## src/design/sbem_pkg.sv

```systemverilog
`timescale 1ns / 1ps
`default_nettype none
// ----------------------------------------------------------------------------
// sbem_pkg
// Shared types, register map, operation codes and widths for the spectral
// band energy meter.
// ----------------------------------------------------------------------------
package sbem_pkg;

    localparam int BIN_W   = 11;
    localparam int MAG_W   = 24;
    localparam int LVLC_W  = 24;
    localparam int SUM_W   = 59;
    localparam int RAW_W   = 30;
    localparam int IDX_W   = 10;
    localparam int FREQ_W  = 16;
    localparam int KIND_W  = 3;
    localparam int LOG_W   = 37;
    localparam int NUM_W   = 72;
    localparam int DVS_W   = 64;
    localparam int PADDR_W = 5;

    localparam int DEF_FFT_POINTS     = 2048;
    localparam int DEF_SAMPLE_RATE_HZ = 8000;
    localparam int DEF_MAG_BITS       = 24;

    // Register indexes
    localparam logic [2:0] REG_EDGE_ZERO  = 3'd0;
    localparam logic [2:0] REG_EDGE_ONE   = 3'd1;
    localparam logic [2:0] REG_EDGE_TWO   = 3'd2;
    localparam logic [2:0] REG_EDGE_THREE = 3'd3;
    localparam logic [2:0] REG_EDGE_FOUR  = 3'd4;
    localparam logic [2:0] REG_REF_TOP    = 3'd5;
    localparam logic [2:0] REG_IDX_FLOOR  = 3'd6;
    localparam logic [2:0] REG_IDX_CEIL   = 3'd7;

    localparam logic [BIN_W-1:0]  RST_EDGE_ZERO  = 11'd10;
    localparam logic [BIN_W-1:0]  RST_EDGE_ONE   = 11'd16;
    localparam logic [BIN_W-1:0]  RST_EDGE_TWO   = 11'd26;
    localparam logic [BIN_W-1:0]  RST_EDGE_THREE = 11'd41;
    localparam logic [BIN_W-1:0]  RST_EDGE_FOUR  = 11'd64;
    localparam logic [BIN_W-1:0]  RST_REF_TOP    = 11'd256;
    localparam logic [LVLC_W-1:0] RST_IDX_FLOOR  = 24'd100;
    localparam logic [LVLC_W-1:0] RST_IDX_CEIL   = 24'd50000;

    // Shared unit operations
    localparam logic [1:0] OP_DIV  = 2'd0;
    localparam logic [1:0] OP_SQRT = 2'd1;
    localparam logic [1:0] OP_LOG  = 2'd2;

    // Result kinds
    localparam logic [KIND_W-1:0] KIND_BAND_ZERO = 3'd0;
    localparam logic [KIND_W-1:0] KIND_LOW       = 3'd4;
    localparam logic [KIND_W-1:0] KIND_SHARE     = 3'd5;
    localparam logic [KIND_W-1:0] KIND_PEAK      = 3'd6;

    localparam logic [IDX_W-1:0]  IDX_FULL = 10'd1000;
    localparam logic [FREQ_W-1:0] FREQ_MAX = 16'hFFFF;

    typedef struct packed {
        logic [4:0][BIN_W-1:0] edge_bin;
        logic [BIN_W-1:0]      ref_top;
        logic [LVLC_W-1:0]     idx_floor;
        logic [LVLC_W-1:0]     idx_ceil;
    } cfg_t;

    typedef struct packed {
        logic [3:0][SUM_W-1:0] band_sum;
        logic [SUM_W-1:0]      low_sum;
        logic [SUM_W-1:0]      ref_sum;
        logic [MAG_W-1:0]      peak_mag;
        logic [BIN_W-1:0]      peak_bin;
    } frame_t;

    typedef struct packed {
        logic             start;
        logic [1:0]       op;
        logic [NUM_W-1:0] a;
        logic [DVS_W-1:0] b;
    } alu_cmd_t;

    typedef struct packed {
        logic             done;
        logic [DVS_W-1:0] result;
    } alu_sts_t;

endpackage
`default_nettype wire

```

## src/design/sbem_accum.sv

```systemverilog
`timescale 1ns / 1ps
`default_nettype none
// ----------------------------------------------------------------------------
// sbem_accum
// Per-bin front end: square the magnitude, then add it into the band, low and
// reference sums and track the low-band peak.
// ----------------------------------------------------------------------------
module sbem_accum #(
    parameter int FFT_POINTS = sbem_pkg::DEF_FFT_POINTS,
    parameter int MAG_BITS   = sbem_pkg::DEF_MAG_BITS
) (
    input  wire logic                        aclk,
    input  wire logic                        aresetn,
    input  wire sbem_pkg::cfg_t              cfg,
    input  wire logic                        in_take,
    input  wire logic [sbem_pkg::BIN_W-1:0]  in_bin,
    input  wire logic [sbem_pkg::MAG_W-1:0]  in_mag,
    input  wire logic                        in_end,
    input  wire logic                        frame_clear,
    output logic                             busy,
    output logic                             frame_go,
    output sbem_pkg::frame_t                 frame
);
    import sbem_pkg::*;

    localparam logic [MAG_W-1:0]  MagMax = MAG_W'((64'd1 << MAG_BITS) - 64'd1);
    localparam logic [BIN_W:0]    NyqBin = (BIN_W+1)'(FFT_POINTS / 2);
    localparam logic [SUM_W-1:0]  SumMax = {SUM_W{1'b1}};

    logic               st1_reg, st2_reg, go_reg;
    logic [BIN_W-1:0]   b1_reg, b2_reg;
    logic [MAG_W-1:0]   m1_reg, m2_reg;
    logic               e1_reg, e2_reg;
    logic [2*MAG_W-1:0] sq_reg;
    frame_t             frame_reg, frame_next;
    logic               in_nyq, in_low, in_ref;

    function automatic logic [SUM_W-1:0] sat_add(input logic [SUM_W-1:0] s,
                                                  input logic [2*MAG_W-1:0] q);
        logic [SUM_W:0] t;
        t = {1'b0, s} + {{(SUM_W+1-2*MAG_W){1'b0}}, q};
        return t[SUM_W] ? SumMax : t[SUM_W-1:0];
    endfunction

    assign busy     = st1_reg || st2_reg || go_reg;
    assign frame_go = go_reg;
    assign frame    = frame_reg;

    assign in_nyq = ({1'b0, b2_reg} <= NyqBin);
    assign in_low = in_nyq && (b2_reg >= cfg.edge_bin[0]) && (b2_reg <= cfg.edge_bin[4]);
    assign in_ref = in_nyq && (b2_reg >= cfg.edge_bin[0]) && (b2_reg <= cfg.ref_top);

    always_comb begin
        frame_next = frame_reg;
        if (frame_clear) begin
            frame_next = '0;
        end else if (st2_reg) begin
            for (int k = 0; k < 4; k++) begin
                if (in_nyq && b2_reg >= cfg.edge_bin[k] && b2_reg <= cfg.edge_bin[k+1]) begin
                    frame_next.band_sum[k] = sat_add(frame_reg.band_sum[k], sq_reg);
                end
            end
            if (in_low) begin
                frame_next.low_sum = sat_add(frame_reg.low_sum, sq_reg);
                if (m2_reg > frame_reg.peak_mag ||
                    (m2_reg != '0 && m2_reg == frame_reg.peak_mag &&
                     b2_reg < frame_reg.peak_bin)) begin
                    frame_next.peak_mag = m2_reg;
                    frame_next.peak_bin = b2_reg;
                end
            end
            if (in_ref) begin
                frame_next.ref_sum = sat_add(frame_reg.ref_sum, sq_reg);
            end
        end
    end

    always_ff @(posedge aclk) begin
        if (!aresetn) begin
            st1_reg   <= 1'b0;
            st2_reg   <= 1'b0;
            go_reg    <= 1'b0;
            frame_reg <= '0;
        end else begin
            st1_reg   <= in_take;
            st2_reg   <= st1_reg;
            go_reg    <= st2_reg && e2_reg;
            frame_reg <= frame_next;
        end
    end

    always_ff @(posedge aclk) begin
        if (in_take) begin
            b1_reg <= in_bin;
            m1_reg <= (in_mag > MagMax) ? MagMax : in_mag;
            e1_reg <= in_end;
        end
        if (st1_reg) begin
            b2_reg <= b1_reg;
            m2_reg <= m1_reg;
            e2_reg <= e1_reg;
            sq_reg <= m1_reg * m1_reg;
        end
    end

endmodule
`default_nettype wire

```

## config.mk

```make
export PLATFORM = sky130hd
export DESIGN_NAME = sbem_accum
export DESIGN_NICKNAME = d
export VERILOG_FILES = /design/src/design/sbem_pkg.sv /design/src/design/sbem_accum.sv
export SDC_FILE = /design/constraint.sdc
export NUM_CORES = 2
export LEC_CHECK = 0
export BUFFER_PORTS_ARGS = -buffer_cell sky130_fd_sc_hd__buf_2
export CORE_UTILIZATION = 61
export CTS_CLUSTER_DIAMETER = 40
export DETAILED_ROUTE_END_ITERATION = 10
export GPL_TIMING_DRIVEN = 1
export HOLD_SLACK_MARGIN = 0.15
export MAX_ROUTING_LAYER = met4
export PLACE_DENSITY = 0.82
export RECOVER_POWER = 25
export SLEW_MARGIN = 20
export SYNTH_ARGS = -nofsm -noshare
export SYNTH_HDL_FRONTEND = slang
export SYNTH_SLANG_ARGS = --single-unit
```

## constraint.sdc

```tcl
create_clock -name aclk -period 10.2 [get_ports aclk]
set_input_delay 1.02 -clock aclk [delete_from_list [all_inputs] [get_ports aclk]]
set_output_delay 1.02 -clock aclk [all_outputs]
set_load 0.01 [all_outputs]
```

Word-level counts from Yosys, hierarchy flattened:

Index checks and enable logic that the tools add are counted.

* output and inout port bits: 391
* flip-flop bits (word level): 512
* logic and storage cells: 71
* input port bits: 154

* bitwise operators: 1
* muxes and demuxes: 6
* multiply operators: 1
* equality and inequality tests: 1
* $lt $le $gt $ge: 13
* add/sub/neg operators: 6
* reductions and logical operators: 25

Operator list (count)
* 59-bit by 48-bit adder with 60-bit output: 6
* 59-bit 2-to-1 mux: 6
* 11-bit <= comparator: 5
* 24-bit by 24-bit multiplier with 48-bit output: 1
* 11-bit >= comparator: 4
* 24-bit equality test: 1
* 24-bit greater-than comparator: 1
* 24-bit greater-than comparator (second input constant): 1
* 24-bit nonzero test: 1
* 1-bit logical AND: 13
* 2-bit AND reduction: 6
* 11-bit <= comparator (second input constant): 1
* 11-bit < comparator: 1
* 1-bit logical OR: 3
* 3-bit AND reduction: 1
* 2-bit OR reduction: 1
* 1-bit NOT: 1

Logic depth before layout (Yosys ltp):

* depth after elaboration: 5
* gate-level depth with buffers: 30

Worst setup path before layout:

Ideal clock, no wire load.

* path type: reg2reg
* start: register m1_reg[14]
* end: register sq_reg[44] (data pin)
* library setup time: 0.258 ns
* clock period less this slack: 7.156 ns
* cell stages (with the launch flop): 31
* required time: 9.942 ns
* arrival time: 6.898 ns
* slack: 3.044 ns
* path through: edfxtp_1 -> clkbuf_1 -> nand2_1 -> fa_1 -> inv_1 -> fa_1 -> inv_1 -> fa_1 -> inv_1 -> fa_1 -> inv_1 -> fa_1 -> inv_1 -> fa_1 -> inv_1 -> fa_1 -> inv_1 -> ha_1 -> clkbuf_1 -> a21o_1 -> a211o_1 -> nor3_1 -> a21oi_1 -> o21a_1 -> nor2_1 -> o311a_1 -> o21ai_0 -> o21a_1 -> a21o_1 -> a21oi_1 -> xnor2_1

* longest elaborated chain between the ends: 1

RTL lines
* from (decl): line sbem_accum.sv:32 `logic [MAG_W-1:0] m1_reg, m2_reg;`
* from (signal assigned): line sbem_accum.sv:95 `m1_reg <= (in_mag > MagMax) ? MagMax : in_mag;`
* 24-bit by 24-bit multiplier with 48-bit output: line sbem_accum.sv:102 `sq_reg <= m1_reg * m1_reg;`
* to (signal assigned): line sbem_accum.sv:102
* to (decl): line sbem_accum.sv:34 `logic [2*MAG_W-1:0] sq_reg;`

No other way between the ends.
A chain may end at the register's enable or synchronous reset.

Final worst setup path:

* start: register m1_reg[7]
* end: register sq_reg[47] (data pin)

Same word-level chain as after synthesis.

==> metrics.yaml <==
status:
  outcome: "finished, violations left"
  failed_checks: "capacitance limit, slew limit"
cells_and_area:
  area_growth_pct: 12.48
  final_cell_mix: "776 x inv_1, 564 x ha_1, 466 x a21oi_1"
  largest_register_ff_count: 389
  nets: 7410
  drive_gt1_frac: 0.1112
  layout_commonest_cell: "inv_1"
grt:
  grt_start_max_net_pins: 112
  grt_pass1_vias: 44790
  antenna_found_initial: 1
  grt_first_pass_wirelength_um: 243400
  grt.overflow.total: 0
  grtUsageTotal: 0.3746
setup_path:
  rrSetupSlack_ns: 1.38
  critPathCapture: "sq_reg[47]$_DFFE_PP_"
  worstPathRequired_ns: 10.59
  r2r-end: "sq_reg[47]$_DFFE_PP_"
  start_kind: "flip-flop"
  cp-startpoint: "m1_reg[7]$_SDFFCE_PN1P_"
  crit_type: "flip-flop to flip-flop"
  reg2reg_depth: 24
  crit_arrival_ns: 9.22
  reg2reg_from: "m1_reg[7]$_SDFFCE_PN1P_"
  worst_setup_path_end_kind: "flip-flop"
  path_max_fanout: 25
routing:
  drc: 0
  vias_per_cell: 6.087
  dr_total_vias: 45170
  wire_per_inst_um: 21.07
  drt_iter0_drc: 3251
  first_pass_iters: 5
  drt_wl_total_um: 156300
  drtAntennaViolNets: 0
clocking:
  root_buffer: "clkbuf_16"
  clock_path_buffers: 3
  cts_setup_buffers: 0
  insertion_delay_ns: 0.68
  path_clk_slew_ns: 0.06
  cts_tree: "built"
  htree_levels: 3
  cts_inserted_buffers: 95
  cts_hold_buf: 0
  cts_resized: 0
  cts.sinks: 510
timing:
  tightest_slew_ns: 3.943
  min_period_over_period: 0.8650
  maxSlewViolCount: 241
  fmax_ghz: 0.1133
  setup_viol: 0
  relSlewSlack: -1.629
  finalSetupTns_ns: 0
  rsz0062_at_grt: "false"
  final_hold_viol_count: 0
  post-route-min-period_ns: 8.823
  layout_setup_ws_ns: 1.377
  finClkSkew_ns: 0.06092
yosys:
  yosysUniqueCellTypes: 88
  synth-main-ff-cell: "dfxtp_1"
  ys_ff_latch: 510
  synth-edff-count: 118
  synth-seq-area-share: 0.2229
  syn-num-nets: 7037
  async_flop_share: 0
  netlist_instances: 5897
  yosys_warnings: 0
  syn_area_sq_mm: 0.05110
  syn_area_per_cell_sq_um: 8.665
die:
  core_region_area_sq_mm: 0.08250
  ios: 545
  die_w_um: 291.4
  rows: 105
  start_util: 0.6194
  dieArea_sq_mm: 0.08493
  fp.dieH_um: 291.4
job:
  drv_cap: 7
placed_design:
  routabilityCongestion: 1.001
  hpwl_um: 122000
  port_buffers: 496
  place_ws_ns: 2.031
min_path:
  min_path_type: "flip-flop to flip-flop"
[per-stage QoR]
step           hold slack [ns]  std cells  cell area (sq um)    util
6_report                0.4174       7420              57480  0.6967
4_1_cts                 0.4231       7417              57570  0.6977
5_1_grt                 0.4264       7420              57480  0.6967
2_1_floorplan           0.4003       5897              51100       -
3_3_place_gp            0.4022       7241              54250  0.6576
3_5_place_dp            0.4109       7241              54250  0.6576
[worst min-delay path by stage]
stage          slack (ns)                   to  cells past startpoint           startpoint
3_5_place_dp         0.41  b2_reg[0]$_DFFE_PP_                      0  b1_reg[0]$_DFFE_PP_
4_1_cts              0.42  b2_reg[5]$_DFFE_PP_                      0  b1_reg[5]$_DFFE_PP_
6_report             0.42  b2_reg[5]$_DFFE_PP_                      0  b1_reg[5]$_DFFE_PP_
3_3_place_gp         0.40  b2_reg[0]$_DFFE_PP_                      0  b1_reg[0]$_DFFE_PP_
5_1_grt              0.43     e2_reg$_DFFE_PP_                      0     e1_reg$_DFFE_PP_
2_1_floorplan        0.40  b2_reg[0]$_DFFE_PP_                      0  b1_reg[0]$_DFFE_PP_
[cell type report]
type / count / area, sq um
clock buffers: 105 / 2445
repair buffers: 536 / 2683
flip-flops and latches: 510 / 11390
diodes: 1 / 2.502
clock inverters: 71 / 869.6
fillers: 6617 / 25020
well taps: 1070 / 1339
inverters: 776 / 2913
multi-input cells: 4351 / 35840
[logic make-up (layout without fill, tap and decap cells)]
logic type,Yosys count,in the layout,synth area share
xor gates and xnor gates,335,335,0.05742
adders and majority gates,986,986,0.3034
and+or+nand+nor,1240,1240,0.1176
AOI/OAI and AO/OA,1749,1749,0.2134
muxes,41,41,0.008056
buffers and inverters,1036,1488,0.07715
other,0,1,0
DFF,510,510,0.2229
[worst max-delay path: stages, from the launching register on]
cell and delay [ns]:
edfxtp_1 0.32, clkbuf_1 1.10, nand2_1 0.29, inv_1 0.19, fa_1 0.46, fa_1 0.52, fa_1 0.49, ha_1 0.22
fa_1 0.49, inv_1 0.06, fa_1 0.52, fa_1 0.49, inv_1 0.04, ha_1 0.20, or3_1 0.34, o221ai_1 0.47
o221ai_1 0.33, a31oi_1 0.41, o21ai_1 0.27, a21oi_1 0.39, o21a_1 0.26, o2111ai_1 0.16, a31o_2 0.27, a21oi_1 0.17
xnor2_1 0.08
[layer usage]
metal / vias up / global-route usage / wire (um)
met5: - / - / 0
li1: 21200 / - / -
met1: 21810 / 0.4506 / 62100
met3: 430 / 0.07635 / 13550
met2: 1722 / 0.6010 / 72340
met4: 0 / 0.1802 / 8327
[Yosys cell counts, types with 44 or more instances]
library cell  count  area [sq um]
inv_1           776          2913
o21ai_0         446          2232
clkbuf_1        232         870.8
edfxtp_1        118          3543
dfxtp_1         392          7848
xnor2_1         192          1682
o21bai_1         45         337.8
and3_1           62         387.9
a31oi_1         203          1270
a21oi_1         467          2337
fa_1            422          8448
nand4_1          78         488.0
ha_1            564          7057
nand3_1          69         345.3
nor3_1           55         275.3
nor2_1          273          1025
a21o_1          251          1884
o21a_1           44         330.3
and2_1          150         938.4
xor2_1          143          1252
nor2b_1          47         294.0
a211oi_1         44         330.3
nand2_1         393          1475
Power is not shown: default switching activity piles up to over one toggle a cycle in this logic, so the estimate is an artifact.
