## src/design/sbem_pkg.sv

```systemverilog
`timescale 1ns / 1ps
`default_nettype none
// ----------------------------------------------------------------------------
// sbem_pkg
// Shared types, register map, operation codes and widths for the spectral
// band energy meter.
// ----------------------------------------------------------------------------
package sbem_pkg;

    localparam int BIN_W   = 11;
    localparam int MAG_W   = 24;
    localparam int LVLC_W  = 24;
    localparam int SUM_W   = 59;
    localparam int RAW_W   = 30;
    localparam int IDX_W   = 10;
    localparam int FREQ_W  = 16;
    localparam int KIND_W  = 3;
    localparam int LOG_W   = 37;
    localparam int NUM_W   = 72;
    localparam int DVS_W   = 64;
    localparam int PADDR_W = 5;

    localparam int DEF_FFT_POINTS     = 2048;
    localparam int DEF_SAMPLE_RATE_HZ = 8000;
    localparam int DEF_MAG_BITS       = 24;

    // Register indexes
    localparam logic [2:0] REG_EDGE_ZERO  = 3'd0;
    localparam logic [2:0] REG_EDGE_ONE   = 3'd1;
    localparam logic [2:0] REG_EDGE_TWO   = 3'd2;
    localparam logic [2:0] REG_EDGE_THREE = 3'd3;
    localparam logic [2:0] REG_EDGE_FOUR  = 3'd4;
    localparam logic [2:0] REG_REF_TOP    = 3'd5;
    localparam logic [2:0] REG_IDX_FLOOR  = 3'd6;
    localparam logic [2:0] REG_IDX_CEIL   = 3'd7;

    localparam logic [BIN_W-1:0]  RST_EDGE_ZERO  = 11'd10;
    localparam logic [BIN_W-1:0]  RST_EDGE_ONE   = 11'd16;
    localparam logic [BIN_W-1:0]  RST_EDGE_TWO   = 11'd26;
    localparam logic [BIN_W-1:0]  RST_EDGE_THREE = 11'd41;
    localparam logic [BIN_W-1:0]  RST_EDGE_FOUR  = 11'd64;
    localparam logic [BIN_W-1:0]  RST_REF_TOP    = 11'd256;
    localparam logic [LVLC_W-1:0] RST_IDX_FLOOR  = 24'd100;
    localparam logic [LVLC_W-1:0] RST_IDX_CEIL   = 24'd50000;

    // Shared unit operations
    localparam logic [1:0] OP_DIV  = 2'd0;
    localparam logic [1:0] OP_SQRT = 2'd1;
    localparam logic [1:0] OP_LOG  = 2'd2;

    // Result kinds
    localparam logic [KIND_W-1:0] KIND_BAND_ZERO = 3'd0;
    localparam logic [KIND_W-1:0] KIND_LOW       = 3'd4;
    localparam logic [KIND_W-1:0] KIND_SHARE     = 3'd5;
    localparam logic [KIND_W-1:0] KIND_PEAK      = 3'd6;

    localparam logic [IDX_W-1:0]  IDX_FULL = 10'd1000;
    localparam logic [FREQ_W-1:0] FREQ_MAX = 16'hFFFF;

    typedef struct packed {
        logic [4:0][BIN_W-1:0] edge_bin;
        logic [BIN_W-1:0]      ref_top;
        logic [LVLC_W-1:0]     idx_floor;
        logic [LVLC_W-1:0]     idx_ceil;
    } cfg_t;

    typedef struct packed {
        logic [3:0][SUM_W-1:0] band_sum;
        logic [SUM_W-1:0]      low_sum;
        logic [SUM_W-1:0]      ref_sum;
        logic [MAG_W-1:0]      peak_mag;
        logic [BIN_W-1:0]      peak_bin;
    } frame_t;

    typedef struct packed {
        logic             start;
        logic [1:0]       op;
        logic [NUM_W-1:0] a;
        logic [DVS_W-1:0] b;
    } alu_cmd_t;

    typedef struct packed {
        logic             done;
        logic [DVS_W-1:0] result;
    } alu_sts_t;

endpackage
`default_nettype wire

```

## src/design/sbem_alu.sv

```systemverilog
`timescale 1ns / 1ps
`default_nettype none
// ----------------------------------------------------------------------------
// sbem_alu
// Shared multi-cycle unit: restoring divide (one quotient bit a cycle),
// integer square root (one root bit a cycle) and log2 in Q32 (normalise one
// bit a cycle, then one squaring round per fraction bit).
// ----------------------------------------------------------------------------
module sbem_alu (
    input  wire logic               aclk,
    input  wire logic               aresetn,
    input  wire sbem_pkg::alu_cmd_t cmd,
    output sbem_pkg::alu_sts_t      sts
);
    import sbem_pkg::*;

    localparam logic [1:0] LS_NORM = 2'd0;
    localparam logic [1:0] LS_MUL  = 2'd1;
    localparam logic [1:0] LS_FIX  = 2'd2;

    logic             busy_reg, busy_next;
    logic             done_reg, done_next;
    logic [1:0]       op_reg, op_next;
    logic [1:0]       ls_reg, ls_next;
    logic [6:0]       cnt_reg, cnt_next;
    logic [NUM_W-1:0] num_reg, num_next;
    logic [DVS_W:0]   rem_reg, rem_next;
    logic [DVS_W-1:0] dvs_reg, dvs_next;
    logic [31:0]      root_reg, root_next;
    logic [31:0]      m_reg, m_next;
    logic [63:0]      prod_reg, prod_next;
    logic [4:0]       exp_reg, exp_next;
    logic [31:0]      frac_reg, frac_next;
    logic [DVS_W-1:0] res_reg, res_next;

    logic [DVS_W:0]   rem_sh;
    logic             div_ge;
    logic [35:0]      sq_r4, sq_trial;
    logic             sq_ge;
    logic [32:0]      lg_t;

    assign sts.done   = done_reg;
    assign sts.result = res_reg;

    assign rem_sh   = {rem_reg[DVS_W-1:0], num_reg[NUM_W-1]};
    assign div_ge   = rem_sh >= {1'b0, dvs_reg};
    assign sq_r4    = {rem_reg[33:0], num_reg[63:62]};
    assign sq_trial = {2'b00, root_reg, 2'b01};
    assign sq_ge    = sq_r4 >= sq_trial;
    assign lg_t     = prod_reg[63:31];

    always_comb begin
        busy_next = busy_reg;
        done_next = 1'b0;
        op_next   = op_reg;
        ls_next   = ls_reg;
        cnt_next  = cnt_reg;
        num_next  = num_reg;
        rem_next  = rem_reg;
        dvs_next  = dvs_reg;
        root_next = root_reg;
        m_next    = m_reg;
        prod_next = prod_reg;
        exp_next  = exp_reg;
        frac_next = frac_reg;
        res_next  = res_reg;

        if (!busy_reg) begin
            if (cmd.start) begin
                op_next   = cmd.op;
                num_next  = cmd.a;
                dvs_next  = cmd.b;
                rem_next  = '0;
                root_next = '0;
                m_next    = cmd.a[31:0];
                exp_next  = 5'd31;
                frac_next = '0;
                ls_next   = LS_NORM;
                case (cmd.op)
                    OP_DIV: begin
                        cnt_next  = 7'(NUM_W);
                        busy_next = 1'b1;
                    end
                    OP_SQRT: begin
                        cnt_next  = 7'd32;
                        busy_next = 1'b1;
                    end
                    OP_LOG: begin
                        // log of zero is taken as zero
                        if (cmd.a[31:0] == 32'd0) begin
                            res_next  = '0;
                            done_next = 1'b1;
                        end else begin
                            busy_next = 1'b1;
                        end
                    end
                    default: begin
                        res_next  = '0;
                        done_next = 1'b1;
                    end
                endcase
            end
        end else begin
            case (op_reg)
                OP_DIV: begin
                    rem_next = div_ge ? (rem_sh - {1'b0, dvs_reg}) : rem_sh;
                    num_next = {num_reg[NUM_W-2:0], div_ge};
                    cnt_next = cnt_reg - 7'd1;
                    if (cnt_reg == 7'd1) begin
                        busy_next = 1'b0;
                        done_next = 1'b1;
                        res_next  = num_next[DVS_W-1:0];
                    end
                end
                OP_SQRT: begin
                    rem_next  = {{(DVS_W-35){1'b0}},
                                 (sq_ge ? (sq_r4 - sq_trial) : sq_r4)};
                    root_next = {root_reg[30:0], sq_ge};
                    num_next  = {num_reg[NUM_W-3:0], 2'b00};
                    cnt_next  = cnt_reg - 7'd1;
                    if (cnt_reg == 7'd1) begin
                        busy_next = 1'b0;
                        done_next = 1'b1;
                        res_next  = {32'd0, root_next};
                    end
                end
                OP_LOG: begin
                    case (ls_reg)
                        LS_NORM: begin
                            if (m_reg[31]) begin
                                ls_next  = LS_MUL;
                                cnt_next = 7'd32;
                            end else begin
                                m_next   = {m_reg[30:0], 1'b0};
                                exp_next = exp_reg - 5'd1;
                            end
                        end
                        LS_MUL: begin
                            prod_next = m_reg * m_reg;
                            ls_next   = LS_FIX;
                        end
                        LS_FIX: begin
                            // keep mantissa in [1,2): halve and emit a one on overflow
                            m_next    = lg_t[32] ? lg_t[32:1] : lg_t[31:0];
                            frac_next = {frac_reg[30:0], lg_t[32]};
                            cnt_next  = cnt_reg - 7'd1;
                            ls_next   = LS_MUL;
                            if (cnt_reg == 7'd1) begin
                                busy_next = 1'b0;
                                done_next = 1'b1;
                                res_next  = {27'd0, exp_reg, frac_next};
                            end
                        end
                        default: ls_next = LS_NORM;
                    endcase
                end
                default: busy_next = 1'b0;
            endcase
        end
    end

    always_ff @(posedge aclk) begin
        if (!aresetn) begin
            busy_reg <= 1'b0;
            done_reg <= 1'b0;
            op_reg   <= OP_DIV;
            ls_reg   <= LS_NORM;
            cnt_reg  <= '0;
        end else begin
            busy_reg <= busy_next;
            done_reg <= done_next;
            op_reg   <= op_next;
            ls_reg   <= ls_next;
            cnt_reg  <= cnt_next;
        end
    end

    always_ff @(posedge aclk) begin
        num_reg  <= num_next;
        rem_reg  <= rem_next;
        dvs_reg  <= dvs_next;
        root_reg <= root_next;
        m_reg    <= m_next;
        prod_reg <= prod_next;
        exp_reg  <= exp_next;
        frac_reg <= frac_next;
        res_reg  <= res_next;
    end

endmodule
`default_nettype wire

```

## config.mk

```make
export PLATFORM = sky130hd
export DESIGN_NAME = sbem_alu
export DESIGN_NICKNAME = d
export VERILOG_FILES = /design/src/design/sbem_pkg.sv /design/src/design/sbem_alu.sv
export SDC_FILE = /design/constraint.sdc
export NUM_CORES = 2
export LEC_CHECK = 0
export ABC_AREA = 1
export BUFFER_PORTS_ARGS = -buffer_cell sky130_fd_sc_hd__clkbuf_2
export CORE_MARGIN = 1.5
export CORE_UTILIZATION = 50
export CTS_CLUSTER_SIZE = 12
export DETAILED_ROUTE_END_ITERATION = 10
export GPL_TIMING_DRIVEN = 0
export HOLD_SLACK_MARGIN = 0.12
export PLACE_DENSITY = 0.67
export SLEW_MARGIN = 20
export SYNTH_ARGS = -nofsm -noshare
export SYNTH_HDL_FRONTEND = slang
export SYNTH_SLANG_ARGS = --single-unit
```

## constraint.sdc

```tcl
create_clock -name aclk -period 22.6 [get_ports aclk]
set_input_delay 4.52 -clock aclk [delete_from_list [all_inputs] [get_ports aclk]]
set_output_delay 4.52 -clock aclk [all_outputs]
set_load 0.005 [all_outputs]
```

# After elaboration in Yosys (flattened, before gate mapping)
# Index checks and enable logic that the tools add are counted.
# word_totals
register_bits	441
latch_bits	0
ramBits	0
rom_bits	0
input_bits	141
out_inout_bits	65
elab_cells	127
memories	0
# classes
add_sub_neg	4
n_mul	1
div_mod_pow	0
order_cmp	2
n_eq_ne	26
shifts	0
mux	59
bitwise	1
n_reduce_logical	19
# op_table
operator	count
64-bit 2-to-1 mux	10
32-bit 2-to-1 mux	8
64-bit one-hot mux with 2 select lines	2
64-bit one-hot mux with 3 select lines	1
72-bit 2-to-1 mux	2
72-bit one-hot mux with 2 select lines	1
31-bit 2-to-1 mux	3
65-bit by 64-bit >= comparator with 1-bit output	1
32-bit by 32-bit multiplier with 64-bit output	1
32-bit one-hot mux with 2 select lines	1
64-bit subtractor	1
7-bit one-hot mux with 2 select lines	3
36-bit by 34-bit >= comparator with 1-bit output	1
36-bit 2-to-1 mux	1
36-bit by 34-bit subtractor with 36-bit output	1
32-bit logical NOT	1
5-bit 2-to-1 mux	5
7-bit 2-to-1 mux	3
3-bit inequality test, second input constant	7
3-bit AND reduction	4
1-bit 2-to-1 mux	10
2-bit by 1-bit inequality test with 1-bit output, second input constant	5
2-bit 2-to-1 mux	4
1-bit one-hot mux with 2 select lines	4
other kinds (21)	32

# Logic depth before layout (Yosys ltp)
# depth
word_depth	5
mapped_depth	33
ltp_nobuf	31

# Worst setup path before layout
# Ideal clock, no wire load.
# synth_timing
path_kind	in2reg
start	input cmd[138] in the netlist's numbering
end	register num_reg[0], enable pin
setup_ps	677
arrival_time_ps	11153
required_ps	21923
setup_slack_ps	10770
stages	2
n_path_buf	0
path_cell_list	nor2_1 -> a21oi_1
# synth_between
elab_chain_cells	2
# synth_rtl
element	line_no	source
start: declaration	sbem_alu.sv:12	input wire sbem_pkg::alu_cmd_t cmd,
2-bit nonzero test (no source line)	-	
2-bit AND reduction (no source line)	-	
end signal: assignment	sbem_alu.sv:179	num_reg <= num_next;
end: declaration	sbem_alu.sv:26	logic [NUM_W-1:0] num_reg, num_next;
# Every way passes these cells.
# A chain may end at the register's enable or synchronous reset.

# Worst setup path after layout
# layout_timing
start	register m_reg[19]
end	register prod_reg[55] (data pin)
# layout_between
elab_chain_cells	1
# layout_rtl
element	line_no	source
start: declaration	sbem_alu.sv:30	logic [31:0] m_reg, m_next;
start signal: assignment	sbem_alu.sv:183	m_reg <= m_next;
32-bit by 32-bit multiplier with 64-bit output	sbem_alu.sv:139	prod_next = m_reg * m_reg;
end signal: assignment	sbem_alu.sv:184	prod_reg <= prod_next;
end: declaration	sbem_alu.sv:31	logic [63:0] prod_reg, prod_next;
# Every way passes these cells.

==> impl_metrics.csv <==
group,metric,value,unit
yosys,yosysMostFrequentCell,"inv_1",
yosys,yosysWarnings,0,
yosys,syn_inst,6836,
route,remaining_drc_errors,0,
grt,grt_use_total,35.8,%
floorplan,start_util,50.5,%
clocking,cts_sinks,410,
yosys,async_reset_ff_share,0,%
cells_and_area,largest_reg_flops,72,
yosys,seq_area_frac_synth,21.8,%
setup_path,required,22950,ps
clocking,ctsHoldBuffers,0,
placement,post_dp_cell_area,59300,um^2
job,maxCapViolCount,0,
sta,fin_ws,13090,ps
clocking,cts-root-buf,"clkbuf_16",
cells_and_area,postLayoutCoreUtil,54.9,%
sta,worst_pin_slew,1410,ps
setup_path,critPathKind,"flip-flop to flip-flop",
route,viasPerCell,5.51,
cells_and_area,syn2layout_area_growth,8.73,%
clocking,cts_setup_buffers,0,
route,first_pass_iters,6,
yosys,synth_cell_type_count,57,
clocking,clk_latency,620,ps
route,wire_per_inst,23.4,um
clocking,cts.htree.levels,2,
cells_and_area,fin_area,60800,um^2
sta,slew_viol_final,0,
floorplan,die_w,337,um
grt,overflow,0,
sta,maxSlewHeadroom,4.70,%
grt,grt_pass1_vias,48035,
floorplan,die_h,337,um
setup_path,crit_arrival,9860,ps
setup_path,crit_fanout,10,
sta,setup_viol,0,
floorplan,pin_count,206,
cells_and_area,final_layout_size_suffix_gt1_share,5.89,%
setup_path,endpoint_kind,"flip-flop",
grt,grt_pass1_wl,298000,um
yosys,avgSynthCellArea,8.18,um^2
setup_path,critPathSlowestCell,"clkbuf_1",
yosys,synth_edf_count,397,
setup_path,slowest_delay,990,ps
setup_path,critPathMostFrequentCell,"fa_1",
placement,dp_hpwl,169000,um
grt,antenna_found_initial,5,
sta,period_share,42.1,%
yosys,synth_nets,8170,
yosys,synth_area_leaders,"fa_1 28%, edfxtp_1 21%, inv_1 12%",
yosys,synth_top_area_share,28.4,%
placement,portBuffers,205,
outcome,status,"completed",
clocking,cts_tree,"yes",
yosys,ys_ff_latch,410,
grt,grt_max_degree,28,
sta,fmax,0.105,GHz
cells_and_area,nNetsFinal,8444,
floorplan,dieArea,114000,um^2
yosys,ys.flop_type,"edfxtp_1",
sta,finalHoldViolations,0,
route,ant_nets,0,
clocking,numCtsBuffers,47,
worst_hold_path,holdCritPathClass,"flip-flop to flip-flop",
clocking,clk_pin_slew,60,ps
route,vias,47542,
route,drt-total-wl,202000,um
route,drt_iter0_drc,4625,
sta,fin_worst_skew,23.5,ps
clocking,clockBufferDepth,3,
yosys,synth_common_cells,"1842 x inv_1, 1429 x nand2_1, 792 x fa_1, 466 x nor2_1, 401 x ha_1",
floorplan,core,111000,um^2
setup_path,startpoint_type,"flip-flop",
sta,min_period,9510,ps
placement,pre_cts_slack,13480,ps
yosys,synth_area,55900,um^2
sta,tns,0,ps
clocking,post_cts_resized,0,
sta,rsz0062_at_grt,"false",
placement,gp_congestion,1.03,
floorplan,row_count,122,
yosys,synth.largest_area_cell,"fa_1",
-- area by class of cell --
| class | instances | area, um^2 |
|---|---|---|
| clock buffer | 60 | 1260 |
| multi-input combinational | 4350 | 35900 |
| tap | 1488 | 1860 |
| sequential | 410 | 12200 |
| buffer | 219 | 965 |
| timing repair buffer | 225 | 1460 |
| fill | 10553 | 50000 |
| inverter | 1857 | 6970 |
| antenna | 5 | 12.5 |
| clock inverter | 22 | 215 |
-- per-stage QoR --
step                      hold WS (ps)  instances
final                              490       8636
after global routing               516       8634
after floorplan                    458       6836
after CTS                          487       8631
after global placement             465       8529
after detailed placement           479       8549
-- per-layer routing --
metal	up-vias	part of all wire, %	global-route usage [%]
met4	0	6.9	20.4
met3	608	8.8	6.62
met1	23191	38	45.0
li1	21440	-	-
met5	-	0	0
met2	2303	46	58.3
-- worst paths after layout --
| path | startpoint | endpoint | slack, ps | cells after the start |
|---|---|---|---|---|
| setup / recovery | m_reg[19]$_DFFE_PP_ | prod_reg[55]$_DFFE_PP_ | 13090 | 25 |
| hold / removal | cnt_reg[3]$_SDFFE_PN0P_ | cnt_reg[3]$_SDFFE_PN0P_ | 490 | 2 |
| setup reg to reg | m_reg[19]$_DFFE_PP_ | prod_reg[55]$_DFFE_PP_ | 13090 | 25 |
| hold reg to reg | cnt_reg[3]$_SDFFE_PN0P_ | cnt_reg[3]$_SDFFE_PN0P_ | 490 | 2 |
-- cells in the final DEF (no fill, tap or decap), drive strengths merged, types with 4 or more instances in the layout --
cell type,synthesis,layout
or2,16,16
xor2,59,59
a31o,5,5
xnor2,55,55
dfxtp,13,13
o311ai,30,30
a21boi,8,8
o211ai,28,28
a21o,21,21
inv,1856,1860
nor2,483,483
o21ai,239,239
o221ai,99,99
nand3,201,201
nor4,12,12
nand2,1438,1438
a21oi,290,290
nand4,29,29
nor3,45,45
fa,792,792
a31oi,15,15
buf,36,56
clkinv,1,17
o21bai,34,34
diode,0,5
nand3b,15,15
edfxtp,397,397
clkbuf,183,448
o21a,14,14
a211oi,5,5
o32ai,4,4
ha,401,401
-- critical path: cells and delay by family, from the launching register on --
family	cells	cell delay (ps)
compound gates	5	1480
fa+ha+maj	9	4410
buf+inv	7	1890
flops	1	900
simple gates	4	550
-- logic make-up after synthesis --
| group | Yosys count | synth area share (%) |
|---|---|---|
| AO/OA/AOI/OAI | 795 | 8.72 |
| adder cells (fa/ha/maj) | 1193 | 37.3 |
| buffers and inverters | 2076 | 14.2 |
| flip-flops | 410 | 21.8 |
| XOR/XNOR | 114 | 1.79 |
| AND/OR/NAND/NOR | 2248 | 16.2 |
Power is not shown: default switching activity piles up to over one toggle a cycle in this logic, so the estimate is an artifact.
