===== config.mk =====
export PLATFORM = sky130hd
export DESIGN_NAME = sbem_seq
export DESIGN_NICKNAME = d
export VERILOG_FILES = /design/src/design/sbem_pkg.sv /design/src/design/sbem_seq.sv
export SDC_FILE = /design/constraint.sdc
export NUM_CORES = 2
export LEC_CHECK = 0
export BUFFER_PORTS_ARGS = -buffer_cell sky130_fd_sc_hd__buf_4
export CAP_MARGIN = 20
export CORE_UTILIZATION = 30
export CTS_CLUSTER_SIZE = 30
export DETAILED_ROUTE_END_ITERATION = 10
export GPL_ROUTABILITY_DRIVEN = 0
export GPL_TIMING_DRIVEN = 0
export SETUP_SLACK_MARGIN = 0.02
export SLEW_MARGIN = 20
export SYNTH_ARGS = -nofsm -noshare
export SYNTH_HDL_FRONTEND = slang
export SYNTH_SLANG_ARGS = --single-unit

===== constraint.sdc =====
create_clock -name aclk -period 9 [get_ports aclk]
set_input_delay 1.35 -clock aclk [delete_from_list [all_inputs] [get_ports aclk]]
set_output_delay 1.35 -clock aclk [all_outputs]
set_load 0.05 [all_outputs]

===== src/design/sbem_pkg.sv =====
`timescale 1ns / 1ps
`default_nettype none
// ----------------------------------------------------------------------------
// sbem_pkg
// Shared types, register map, operation codes and widths for the spectral
// band energy meter.
// ----------------------------------------------------------------------------
package sbem_pkg;

    localparam int BIN_W   = 11;
    localparam int MAG_W   = 24;
    localparam int LVLC_W  = 24;
    localparam int SUM_W   = 59;
    localparam int RAW_W   = 30;
    localparam int IDX_W   = 10;
    localparam int FREQ_W  = 16;
    localparam int KIND_W  = 3;
    localparam int LOG_W   = 37;
    localparam int NUM_W   = 72;
    localparam int DVS_W   = 64;
    localparam int PADDR_W = 5;

    localparam int DEF_FFT_POINTS     = 2048;
    localparam int DEF_SAMPLE_RATE_HZ = 8000;
    localparam int DEF_MAG_BITS       = 24;

    // Register indexes
    localparam logic [2:0] REG_EDGE_ZERO  = 3'd0;
    localparam logic [2:0] REG_EDGE_ONE   = 3'd1;
    localparam logic [2:0] REG_EDGE_TWO   = 3'd2;
    localparam logic [2:0] REG_EDGE_THREE = 3'd3;
    localparam logic [2:0] REG_EDGE_FOUR  = 3'd4;
    localparam logic [2:0] REG_REF_TOP    = 3'd5;
    localparam logic [2:0] REG_IDX_FLOOR  = 3'd6;
    localparam logic [2:0] REG_IDX_CEIL   = 3'd7;

    localparam logic [BIN_W-1:0]  RST_EDGE_ZERO  = 11'd10;
    localparam logic [BIN_W-1:0]  RST_EDGE_ONE   = 11'd16;
    localparam logic [BIN_W-1:0]  RST_EDGE_TWO   = 11'd26;
    localparam logic [BIN_W-1:0]  RST_EDGE_THREE = 11'd41;
    localparam logic [BIN_W-1:0]  RST_EDGE_FOUR  = 11'd64;
    localparam logic [BIN_W-1:0]  RST_REF_TOP    = 11'd256;
    localparam logic [LVLC_W-1:0] RST_IDX_FLOOR  = 24'd100;
    localparam logic [LVLC_W-1:0] RST_IDX_CEIL   = 24'd50000;

    // Shared unit operations
    localparam logic [1:0] OP_DIV  = 2'd0;
    localparam logic [1:0] OP_SQRT = 2'd1;
    localparam logic [1:0] OP_LOG  = 2'd2;

    // Result kinds
    localparam logic [KIND_W-1:0] KIND_BAND_ZERO = 3'd0;
    localparam logic [KIND_W-1:0] KIND_LOW       = 3'd4;
    localparam logic [KIND_W-1:0] KIND_SHARE     = 3'd5;
    localparam logic [KIND_W-1:0] KIND_PEAK      = 3'd6;

    localparam logic [IDX_W-1:0]  IDX_FULL = 10'd1000;
    localparam logic [FREQ_W-1:0] FREQ_MAX = 16'hFFFF;

    typedef struct packed {
        logic [4:0][BIN_W-1:0] edge_bin;
        logic [BIN_W-1:0]      ref_top;
        logic [LVLC_W-1:0]     idx_floor;
        logic [LVLC_W-1:0]     idx_ceil;
    } cfg_t;

    typedef struct packed {
        logic [3:0][SUM_W-1:0] band_sum;
        logic [SUM_W-1:0]      low_sum;
        logic [SUM_W-1:0]      ref_sum;
        logic [MAG_W-1:0]      peak_mag;
        logic [BIN_W-1:0]      peak_bin;
    } frame_t;

    typedef struct packed {
        logic             start;
        logic [1:0]       op;
        logic [NUM_W-1:0] a;
        logic [DVS_W-1:0] b;
    } alu_cmd_t;

    typedef struct packed {
        logic             done;
        logic [DVS_W-1:0] result;
    } alu_sts_t;

endpackage
`default_nettype wire


===== src/design/sbem_seq.sv =====
`timescale 1ns / 1ps
`default_nettype none
// ----------------------------------------------------------------------------
// sbem_seq
// Frame-end sequencer: drives the shared unit to build the seven results and
// presents each one on the result channel.
// ----------------------------------------------------------------------------
module sbem_seq #(
    parameter int FFT_POINTS     = sbem_pkg::DEF_FFT_POINTS,
    parameter int SAMPLE_RATE_HZ = sbem_pkg::DEF_SAMPLE_RATE_HZ
) (
    input  wire logic                         aclk,
    input  wire logic                         aresetn,
    input  wire sbem_pkg::cfg_t               cfg,
    input  wire sbem_pkg::frame_t             frame,
    input  wire logic                         frame_go,
    input  wire sbem_pkg::alu_sts_t           alu_sts,
    output sbem_pkg::alu_cmd_t                alu_cmd,
    output logic                              idle,
    output logic                              frame_clear,
    output logic                              m_valid,
    input  wire logic                         m_ready,
    output logic [sbem_pkg::KIND_W-1:0]       m_result_kind,
    output logic [sbem_pkg::RAW_W-1:0]        m_raw_level,
    output logic [sbem_pkg::IDX_W-1:0]        m_index_tenths,
    output logic [sbem_pkg::BIN_W-1:0]        m_peak_bin,
    output logic [sbem_pkg::FREQ_W-1:0]       m_peak_freq_tenths_hz,
    output logic                              m_last_result
);
    import sbem_pkg::*;

    localparam logic [31:0] FreqScale = 32'(SAMPLE_RATE_HZ * 10);
    localparam logic [31:0] FreqHalf  = 32'(FFT_POINTS / 2);
    localparam int          FftShift  = $clog2(FFT_POINTS);

    localparam logic [3:0] ST_IDLE     = 4'd0;
    localparam logic [3:0] ST_WAIT     = 4'd1;
    localparam logic [3:0] ST_LF_DONE  = 4'd2;
    localparam logic [3:0] ST_LC_DONE  = 4'd3;
    localparam logic [3:0] ST_RAW      = 4'd4;
    localparam logic [3:0] ST_BAND_Q   = 4'd5;
    localparam logic [3:0] ST_RAW_DONE = 4'd6;
    localparam logic [3:0] ST_IDX      = 4'd7;
    localparam logic [3:0] ST_LOG_Q    = 4'd8;
    localparam logic [3:0] ST_IDX_Q    = 4'd9;
    localparam logic [3:0] ST_SHARE_Q  = 4'd10;
    localparam logic [3:0] ST_FREQ     = 4'd11;
    localparam logic [3:0] ST_FREQ_Q   = 4'd12;
    localparam logic [3:0] ST_OUT      = 4'd13;

    logic [3:0]        state_reg, state_next;
    logic [3:0]        ret_reg, ret_next;
    logic [KIND_W-1:0] kind_reg, kind_next;
    logic [LOG_W-1:0]  lf_reg, lf_next, lc_reg, lc_next;
    logic [RAW_W-1:0]  raw_reg, raw_next;
    logic [IDX_W-1:0]  idx_reg, idx_next;
    logic [BIN_W-1:0]  pbin_reg, pbin_next;
    logic [FREQ_W-1:0] freq_reg, freq_next;

    logic [2:0]        hi_sel;
    logic [BIN_W-1:0]  e_lo, e_hi;
    logic [BIN_W:0]    band_cnt;
    logic [LOG_W-1:0]  res_log, num_l, den_l;
    logic [LOG_W+9:0]  scaled;
    logic [SUM_W+10:0] low_x2000;
    logic [DVS_W-1:0]  res;
    logic [DVS_W-1:0]  share_q;
    logic [BIN_W-1:0]  pbin_sel;
    logic [31:0]       freq_num;
    logic [31:0]       freq_sh;

    assign res      = alu_sts.result;
    assign res_log  = res[LOG_W-1:0];
    assign hi_sel   = (kind_reg < KIND_LOW) ? (kind_reg + 3'd1) : 3'd4;
    assign e_lo     = cfg.edge_bin[kind_reg[1:0]];
    assign e_hi     = cfg.edge_bin[hi_sel];
    assign band_cnt = {1'b0, e_hi} - {1'b0, e_lo} + {{BIN_W{1'b0}}, 1'b1};
    assign num_l    = (res_log > lf_reg) ? (res_log - lf_reg) : '0;
    assign den_l    = lc_reg - lf_reg;
    // x*1000 = x*1024 - x*16 - x*8, plus half the divisor to round
    assign scaled   = {num_l, 10'd0} - {6'd0, num_l, 4'd0} - {7'd0, num_l, 3'd0}
                      + {11'd0, den_l[LOG_W-1:1]};
    // x*2000 = x*2048 - x*32 - x*16
    assign low_x2000 = {frame.low_sum, 11'd0} - {6'd0, frame.low_sum, 5'd0}
                       - {7'd0, frame.low_sum, 4'd0};
    assign share_q  = (res + 64'd1) >> 1;
    assign pbin_sel = (frame.peak_mag == '0) ? cfg.edge_bin[0] : frame.peak_bin;
    assign freq_num = ({21'd0, pbin_reg} * FreqScale) + FreqHalf;
    // FFT length is a power of two: the rounding divide is a shift
    assign freq_sh  = freq_num >> FftShift;

    assign idle        = (state_reg == ST_IDLE);
    assign m_valid     = (state_reg == ST_OUT);
    assign frame_clear = m_valid && m_ready && (kind_reg == KIND_PEAK);

    assign m_result_kind         = kind_reg;
    assign m_raw_level           = raw_reg;
    assign m_index_tenths        = idx_reg;
    assign m_peak_bin            = (kind_reg == KIND_PEAK) ? pbin_reg : '0;
    assign m_peak_freq_tenths_hz = freq_reg;
    assign m_last_result         = (kind_reg == KIND_PEAK);

    always_comb begin
        state_next = state_reg;
        ret_next   = ret_reg;
        kind_next  = kind_reg;
        lf_next    = lf_reg;
        lc_next    = lc_reg;
        raw_next   = raw_reg;
        idx_next   = idx_reg;
        pbin_next  = pbin_reg;
        freq_next  = freq_reg;
        alu_cmd    = '{start: 1'b0, op: OP_DIV, a: '0, b: '0};

        case (state_reg)
            ST_IDLE: begin
                if (frame_go) begin
                    alu_cmd    = '{start: 1'b1, op: OP_LOG,
                                   a: {48'd0, cfg.idx_floor}, b: '0};
                    ret_next   = ST_LF_DONE;
                    state_next = ST_WAIT;
                end
            end
            ST_WAIT: begin
                if (alu_sts.done) begin
                    state_next = ret_reg;
                end
            end
            ST_LF_DONE: begin
                lf_next    = res_log;
                alu_cmd    = '{start: 1'b1, op: OP_LOG,
                               a: {48'd0, cfg.idx_ceil}, b: '0};
                ret_next   = ST_LC_DONE;
                state_next = ST_WAIT;
            end
            ST_LC_DONE: begin
                lc_next    = res_log;
                kind_next  = KIND_BAND_ZERO;
                state_next = ST_RAW;
            end
            ST_RAW: begin
                if (kind_reg < KIND_LOW) begin
                    // reversed band edges give an empty band
                    if (e_hi >= e_lo) begin
                        alu_cmd    = '{start: 1'b1, op: OP_DIV,
                                       a: {13'd0, frame.band_sum[kind_reg[1:0]]},
                                       b: {52'd0, band_cnt}};
                        ret_next   = ST_BAND_Q;
                        state_next = ST_WAIT;
                    end else begin
                        raw_next   = '0;
                        state_next = ST_IDX;
                    end
                end else if (kind_reg == KIND_LOW) begin
                    alu_cmd    = '{start: 1'b1, op: OP_SQRT,
                                   a: {13'd0, frame.low_sum}, b: '0};
                    ret_next   = ST_RAW_DONE;
                    state_next = ST_WAIT;
                end else if (kind_reg == KIND_SHARE) begin
                    alu_cmd    = '{start: 1'b1, op: OP_SQRT,
                                   a: {13'd0, frame.ref_sum}, b: '0};
                    ret_next   = ST_RAW_DONE;
                    state_next = ST_WAIT;
                end else begin
                    raw_next   = {6'd0, frame.peak_mag};
                    state_next = ST_IDX;
                end
            end
            ST_BAND_Q: begin
                alu_cmd    = '{start: 1'b1, op: OP_SQRT, a: {8'd0, res}, b: '0};
                ret_next   = ST_RAW_DONE;
                state_next = ST_WAIT;
            end
            ST_RAW_DONE: begin
                raw_next   = res[RAW_W-1:0];
                state_next = ST_IDX;
            end
            ST_IDX: begin
                state_next = ST_FREQ;
                if (kind_reg == KIND_SHARE) begin
                    if (frame.ref_sum == '0) begin
                        idx_next = '0;
                    end else if (frame.low_sum >= frame.ref_sum) begin
                        idx_next = IDX_FULL;
                    end else begin
                        alu_cmd    = '{start: 1'b1, op: OP_DIV,
                                       a: {2'd0, low_x2000},
                                       b: {5'd0, frame.ref_sum}};
                        ret_next   = ST_SHARE_Q;
                        state_next = ST_WAIT;
                    end
                end else begin
                    if (raw_reg <= {6'd0, cfg.idx_floor}) begin
                        idx_next = '0;
                    end else if (raw_reg >= {6'd0, cfg.idx_ceil}) begin
                        idx_next = IDX_FULL;
                    end else if (lc_reg <= lf_reg) begin
                        idx_next = '0;
                    end else begin
                        alu_cmd    = '{start: 1'b1, op: OP_LOG,
                                       a: {42'd0, raw_reg}, b: '0};
                        ret_next   = ST_LOG_Q;
                        state_next = ST_WAIT;
                    end
                end
            end
            ST_LOG_Q: begin
                alu_cmd    = '{start: 1'b1, op: OP_DIV,
                               a: {25'd0, scaled}, b: {27'd0, den_l}};
                ret_next   = ST_IDX_Q;
                state_next = ST_WAIT;
            end
            ST_IDX_Q: begin
                idx_next   = (res > {54'd0, IDX_FULL}) ? IDX_FULL : res[IDX_W-1:0];
                state_next = ST_FREQ;
            end
            ST_SHARE_Q: begin
                idx_next   = (share_q > {54'd0, IDX_FULL}) ? IDX_FULL
                                                           : share_q[IDX_W-1:0];
                state_next = ST_FREQ;
            end
            ST_FREQ: begin
                pbin_next = pbin_sel;
                if (kind_reg == KIND_PEAK) begin
                    state_next = ST_FREQ_Q;
                end else begin
                    freq_next  = '0;
                    state_next = ST_OUT;
                end
            end
            ST_FREQ_Q: begin
                // pbin_reg now settled: scale, round and saturate the frequency
                freq_next  = (freq_sh > {16'd0, FREQ_MAX}) ? FREQ_MAX
                                                          : freq_sh[FREQ_W-1:0];
                state_next = ST_OUT;
            end
            ST_OUT: begin
                if (m_ready) begin
                    if (kind_reg == KIND_PEAK) begin
                        state_next = ST_IDLE;
                    end else begin
                        kind_next  = kind_reg + 3'd1;
                        state_next = ST_RAW;
                    end
                end
            end
            default: state_next = ST_IDLE;
        endcase
    end

    always_ff @(posedge aclk) begin
        if (!aresetn) begin
            state_reg <= ST_IDLE;
            ret_reg   <= ST_IDLE;
            kind_reg  <= KIND_BAND_ZERO;
        end else begin
            state_reg <= state_next;
            ret_reg   <= ret_next;
            kind_reg  <= kind_next;
        end
    end

    always_ff @(posedge aclk) begin
        lf_reg   <= lf_next;
        lc_reg   <= lc_next;
        raw_reg  <= raw_next;
        idx_reg  <= idx_next;
        pbin_reg <= pbin_next;
        freq_reg <= freq_next;
    end

endmodule
`default_nettype wire


# ---- Yosys cells after proc, flatten, opt, wreduce, memory -nomap -nowiden
# Index checks and enable logic that the tools add are counted.
dict set report word_totals {
  out_inout_bits 213
  register_bits 152
  wordCells 156
}
dict set report classes {
  mux 70
  n_lt_le_gt_ge 13
  eq_ne 33
  multipliers 1
  add_sub_neg 12
  reduce_logical 18
}
# cell count
set op_table {}
lappend op_table {{$mux 139} 11}
lappend op_table {{$pmux 139 s6} 1}
lappend op_table {{$mux 30} 4}
lappend op_table {{$bmux 59 s2} 1}
lappend op_table {{$mux 4} 21}
lappend op_table {{$mux 10} 8}
lappend op_table {{$sub 37x37->37} 2}
lappend op_table {{$sub 70x63->70} 1}
lappend op_table {{$sub 70x64->70} 1}
lappend op_table {{$add 64x1->64 const B} 1}
lappend op_table {{$gt 64x10->1 const B} 1}
lappend op_table {{$gt 63x10->1 const B} 1}
lappend op_table {{$pmux 30 s2} 1}
lappend op_table {{$ge 59x59->1} 1}
lappend op_table {{$logic_not 59->1} 1}
lappend op_table {{$mux 59} 1}
lappend op_table {{$add 47x36->47} 1}
lappend op_table {{$sub 47x40->47} 1}
lappend op_table {{$sub 47x41->47} 1}
lappend op_table {{$mux 11} 4}
lappend op_table {{$pmux 4 s11} 1}
lappend op_table {{$gt 37x37->1} 1}
lappend op_table {{$le 37x37->1} 1}
lappend op_table {{$mux 37} 1}
lappend op_table {{44 further kinds} 79}

# ---- Logic depth before layout (Yosys ltp)
dict set report logic_depth {
  ltp_word 9
  depth_mapped 31
  mapped_depth_nobuf 30
}

# ---- Worst setup path after synthesis
# No wires, ideal clock.
dict set report synth_path {
  path_type {input-to-output}
  start {in alu_sts[0] in the netlist's numbering}
  end {out alu_cmd[110] in the netlist's numbering}
  required_time_ns 7.650
  slack_ns -0.444
  cell_stages 29
  t_arrival_ns 8.094
  path_buffers 1
  path_cell_list {inv_1 -> ha_1 -> inv_1 -> fa_1 -> nand2_1 -> a21oi_1 -> o31a_1 -> o41a_1 -> a221oi_1 -> o31ai_1 -> a21oi_1 -> o21bai_1 -> a2111oi_0 -> a41o_1 -> o21ai_0 -> fa_1 -> ha_1 -> ha_1 -> clkbuf_1 -> a21oi_1 -> o21ai_0 -> o21bai_1 -> a211oi_1 -> o21ai_0 -> a21oi_1 -> o21ai_0 -> a211oi_1 -> a31oi_1 -> o21ai_0}
}
# item line
set synth_lines {}
lappend synth_lines {{start, declared} sbem_seq.sv:17} ;# input wire sbem_pkg::alu_sts_t alu_sts,
lappend synth_lines {{end, declared} sbem_seq.sv:18} ;# output sbem_pkg::alu_cmd_t alu_cmd,

==> results_dict.tcl <==
set metrics [dict create \
    fp-row-count 119 \
    synth_edf_count 141 \
    yosysTopAreaCellShare 0.155 \
    final.setup_skew_ns 0.0218 \
    synth_commonest_cells "inv_1, ha_1, nand2_1, a21oi_1, o21ai_0" \
    setup.worst_path.start_class "input port" \
    hold_buffers 0 \
    hpwl_um 169000 \
    ys.flop_type "edfxtp_1" \
    yosysWarnings 0 \
    drt_iter0_drc 5256 \
    dieArea_mm2 0.109 \
    status "complete, but fails checks" \
    syn_to_final_growth_pct 33.4 \
    cp_data_required_time_ns 7.65 \
    netSwitchingFraction 0.485 \
    reg2reg_depth 18 \
    cts_tree "built" \
    coreArea_mm2 0.106 \
    worstPathMaxFanout 8 \
    rsz0062_at_grt "true" \
    r2r_start "m_result_kind[1]" \
    drv_slew 0 \
    power_density_mw_per_mm2 130 \
    cp-startpoint "alu_sts[12]" \
    vias 38500 \
    hold_viol_final 0 \
    synthesis.area_mm2 0.0322 \
    stdcell_count 6319 \
    cp-endpoint "alu_cmd[99]" \
    syn_inst 4038 \
    final.min_clock_period_ns 9.26 \
    slew_headroom 0.153 \
    period_share 1.03 \
    grt-ovfl-total 0 \
    antenna_found_initial 41 \
    synthDistinctLibCells 94 \
    yosysTopAreaCell "ha_1" \
    slowest_stage "fa_1" \
    wl_met1_um 71300 \
    fill_cells 11000 \
    clock-sinks 152 \
    power.total_uw 5590 \
    drt_wl_total_um 196000 \
    fin_nets 6023 \
    dr_wl_met2_um 82800 \
    wl_per_cell_um 30.9 \
    grt_pass1_wl_um 262000 \
    cts_root_buf "clkbuf_16" \
    dp_slack_ns -1.95 \
    cellLeakagePower_uw 0.0186 \
    grt_pass1_vias 35200 \
    drive_gt1_frac 0.263 \
    r2r_slack_ns 2.16 \
    clk_latency_ns 0.51 \
    drc_errors 0 \
    seq_power_share 0.139 \
    async_flop_share 0 \
    cts.clk_slew.worst_paths_ns 0.08 \
    max_slew.worst_pin.slew_ns 1.27 \
    fmaxAchievable_ghz 0.108 \
    vdd_drop_max_uv 162 \
    wl_met3_um 26100 \
    switching_power_uw 2710 \
    internal-power_uw 2880 \
    timing.rr.end "m_raw_level[1]" \
    ios 785 \
    cts_made_buffers 17 \
    regArea_mm2 0.00445 \
    placed_area_mm2 0.0399 \
    combPwrFrac 0.722 \
    clockBufferDepth 2 \
    synth_seq_cells 152 \
    dieHeight_um 330 \
    multi_input_area_mm2 0.0269 \
    grt_use_total 0.344 \
    maxCapViolCount 0 \
    place_inst 6199 \
    violations "setup timing" \
    yosysMostFrequentCell "inv_1" \
    crit_arrival_ns 7.91 \
    grt_max_degree 47 \
    fin_ws_ns -0.256 \
    crit_path_end_kind "primary output" \
    path_common_cell "o21ai_2" \
    top_layer "met5" \
    slowest_delay_ns 0.53 \
    critPathKind "input port to primary output" \
    power_frac_clock 0.139 \
    die_w_um 330 \
    tns_ns -1.94 \
    first_pass_iters 10 \
    worstHoldPathType "flip-flop to flip-flop" \
    final_area_mm2 0.0430 \
    ant_nets 0 \
    setup_viol_count_final 16 \
    vias_per_cell 6.09 \
    avgSynthCellArea_um2 7.98 \
    ys_top_cells_by_area "ha_1, edfxtp_1, fa_1" \
    cts_max_level 4 \
    initial_core_util 0.304 \
    synth_seq_area_share 0.138 \
    port_buffers 759 \
]
## cells in the final DEF, fill, tap and decap left out, types with 99 or more instances in the layout
| cell | instances |
|---|---|
| buf_4 | 835 |
| inv_1 | 412 |
| ha_1 | 355 |
| nand2_1 | 335 |
| a21oi_1 | 299 |
| o21ai_0 | 242 |
| nor2_1 | 215 |
| edfxtp_1 | 141 |
| fa_1 | 139 |
| xnor2_1 | 128 |
| clkbuf_1 | 127 |
| a21o_1 | 104 |
| nand4_1 | 99 |
## what timing repair did
| item | 4_1_cts | 5_1_grt |
|---|---|---|
| pin swaps | 133 | 103 |
| resized for setup | 282 | 102 |
| buffers inserted | 60 | 36 |
| endpoints found under the setup margin | 42 | 32 |
| gates cloned | 2 | 0 |
## worst min path at each step
stage                     from    endpoint  depth (start not counted)
finish              ret_reg[2]  ret_reg[2]                          2
detailed placement  ret_reg[2]  ret_reg[2]                          2
global route        ret_reg[1]  ret_reg[1]                          2
global placement    ret_reg[0]  ret_reg[0]                          2
CTS                 ret_reg[2]  ret_reg[2]                          2
floorplan           ret_reg[2]  ret_reg[2]                          2
## worst max-delay path, delay by kind of cell
| family | cells | cell delay, ns |
|---|---|---|
| buffers and inverters | 6 | 0.84 |
| adders and majority gates | 4 | 1.51 |
| xor gates and xnor gates | 1 | 0.12 |
| AOI/OAI and AO/OA | 13 | 2.62 |
| and+or+nand+nor | 7 | 1.42 |
## cell type report
cell class                 instances  share of cell area
multi-input combinational       3252               0.626
timing repair buffer             860               0.155
sequential                       152               0.104
tap                             1391              0.0405
inverter                         438              0.0386
buffer                           190              0.0216
clock buffer                      17             0.00989
clock inverter                    15             0.00457
antenna                            4            0.000233
## routing by layer
| layer | global-route usage | vias to the layer above |
|---|---|---|
| li1 | - | 16600 |
| met1 | 0.418 | 18600 |
| met2 | 0.514 | 2677 |
| met3 | 0.123 | 574 |
| met4 | 0.215 | 60 |
| met5 | 0 | - |
## power by group through the flow
stage / clock network [µW] / registers (µW) / logic (µW)
2_1_floorplan: 0 / 794 / 2100
3_3_place_gp: 0 / 794 / 3060
3_5_place_dp: 0 / 794 / 3080
4_1_cts: 788 / 778 / 3620
5_1_grt: 810 / 779 / 4280
6_report: 780 / 778 / 4040
## kinds of logic after synthesis
| kind of cell | after synthesis | share of synthesized area |
|---|---|---|
| buffers and inverters | 640 | 0.0777 |
| other | 1 | 0.000116 |
| xor gates and xnor gates | 214 | 0.0582 |
| adders and majority gates | 540 | 0.243 |
| and+or+nand+nor | 1165 | 0.178 |
| AOI/OAI and AO/OA | 1221 | 0.245 |
| DFF | 152 | 0.138 |
| muxes | 105 | 0.0604 |
## per-stage QoR
step | utilization | hold slack [ns]
floorplan | - | 0.429
global placement | 0.376 | 0.442
detailed placement | 0.377 | 0.443
CTS | 0.399 | 0.455
global route | 0.406 | 0.479
finish | 0.406 | 0.456
Note: power is estimated with default switching activity, not from simulation.
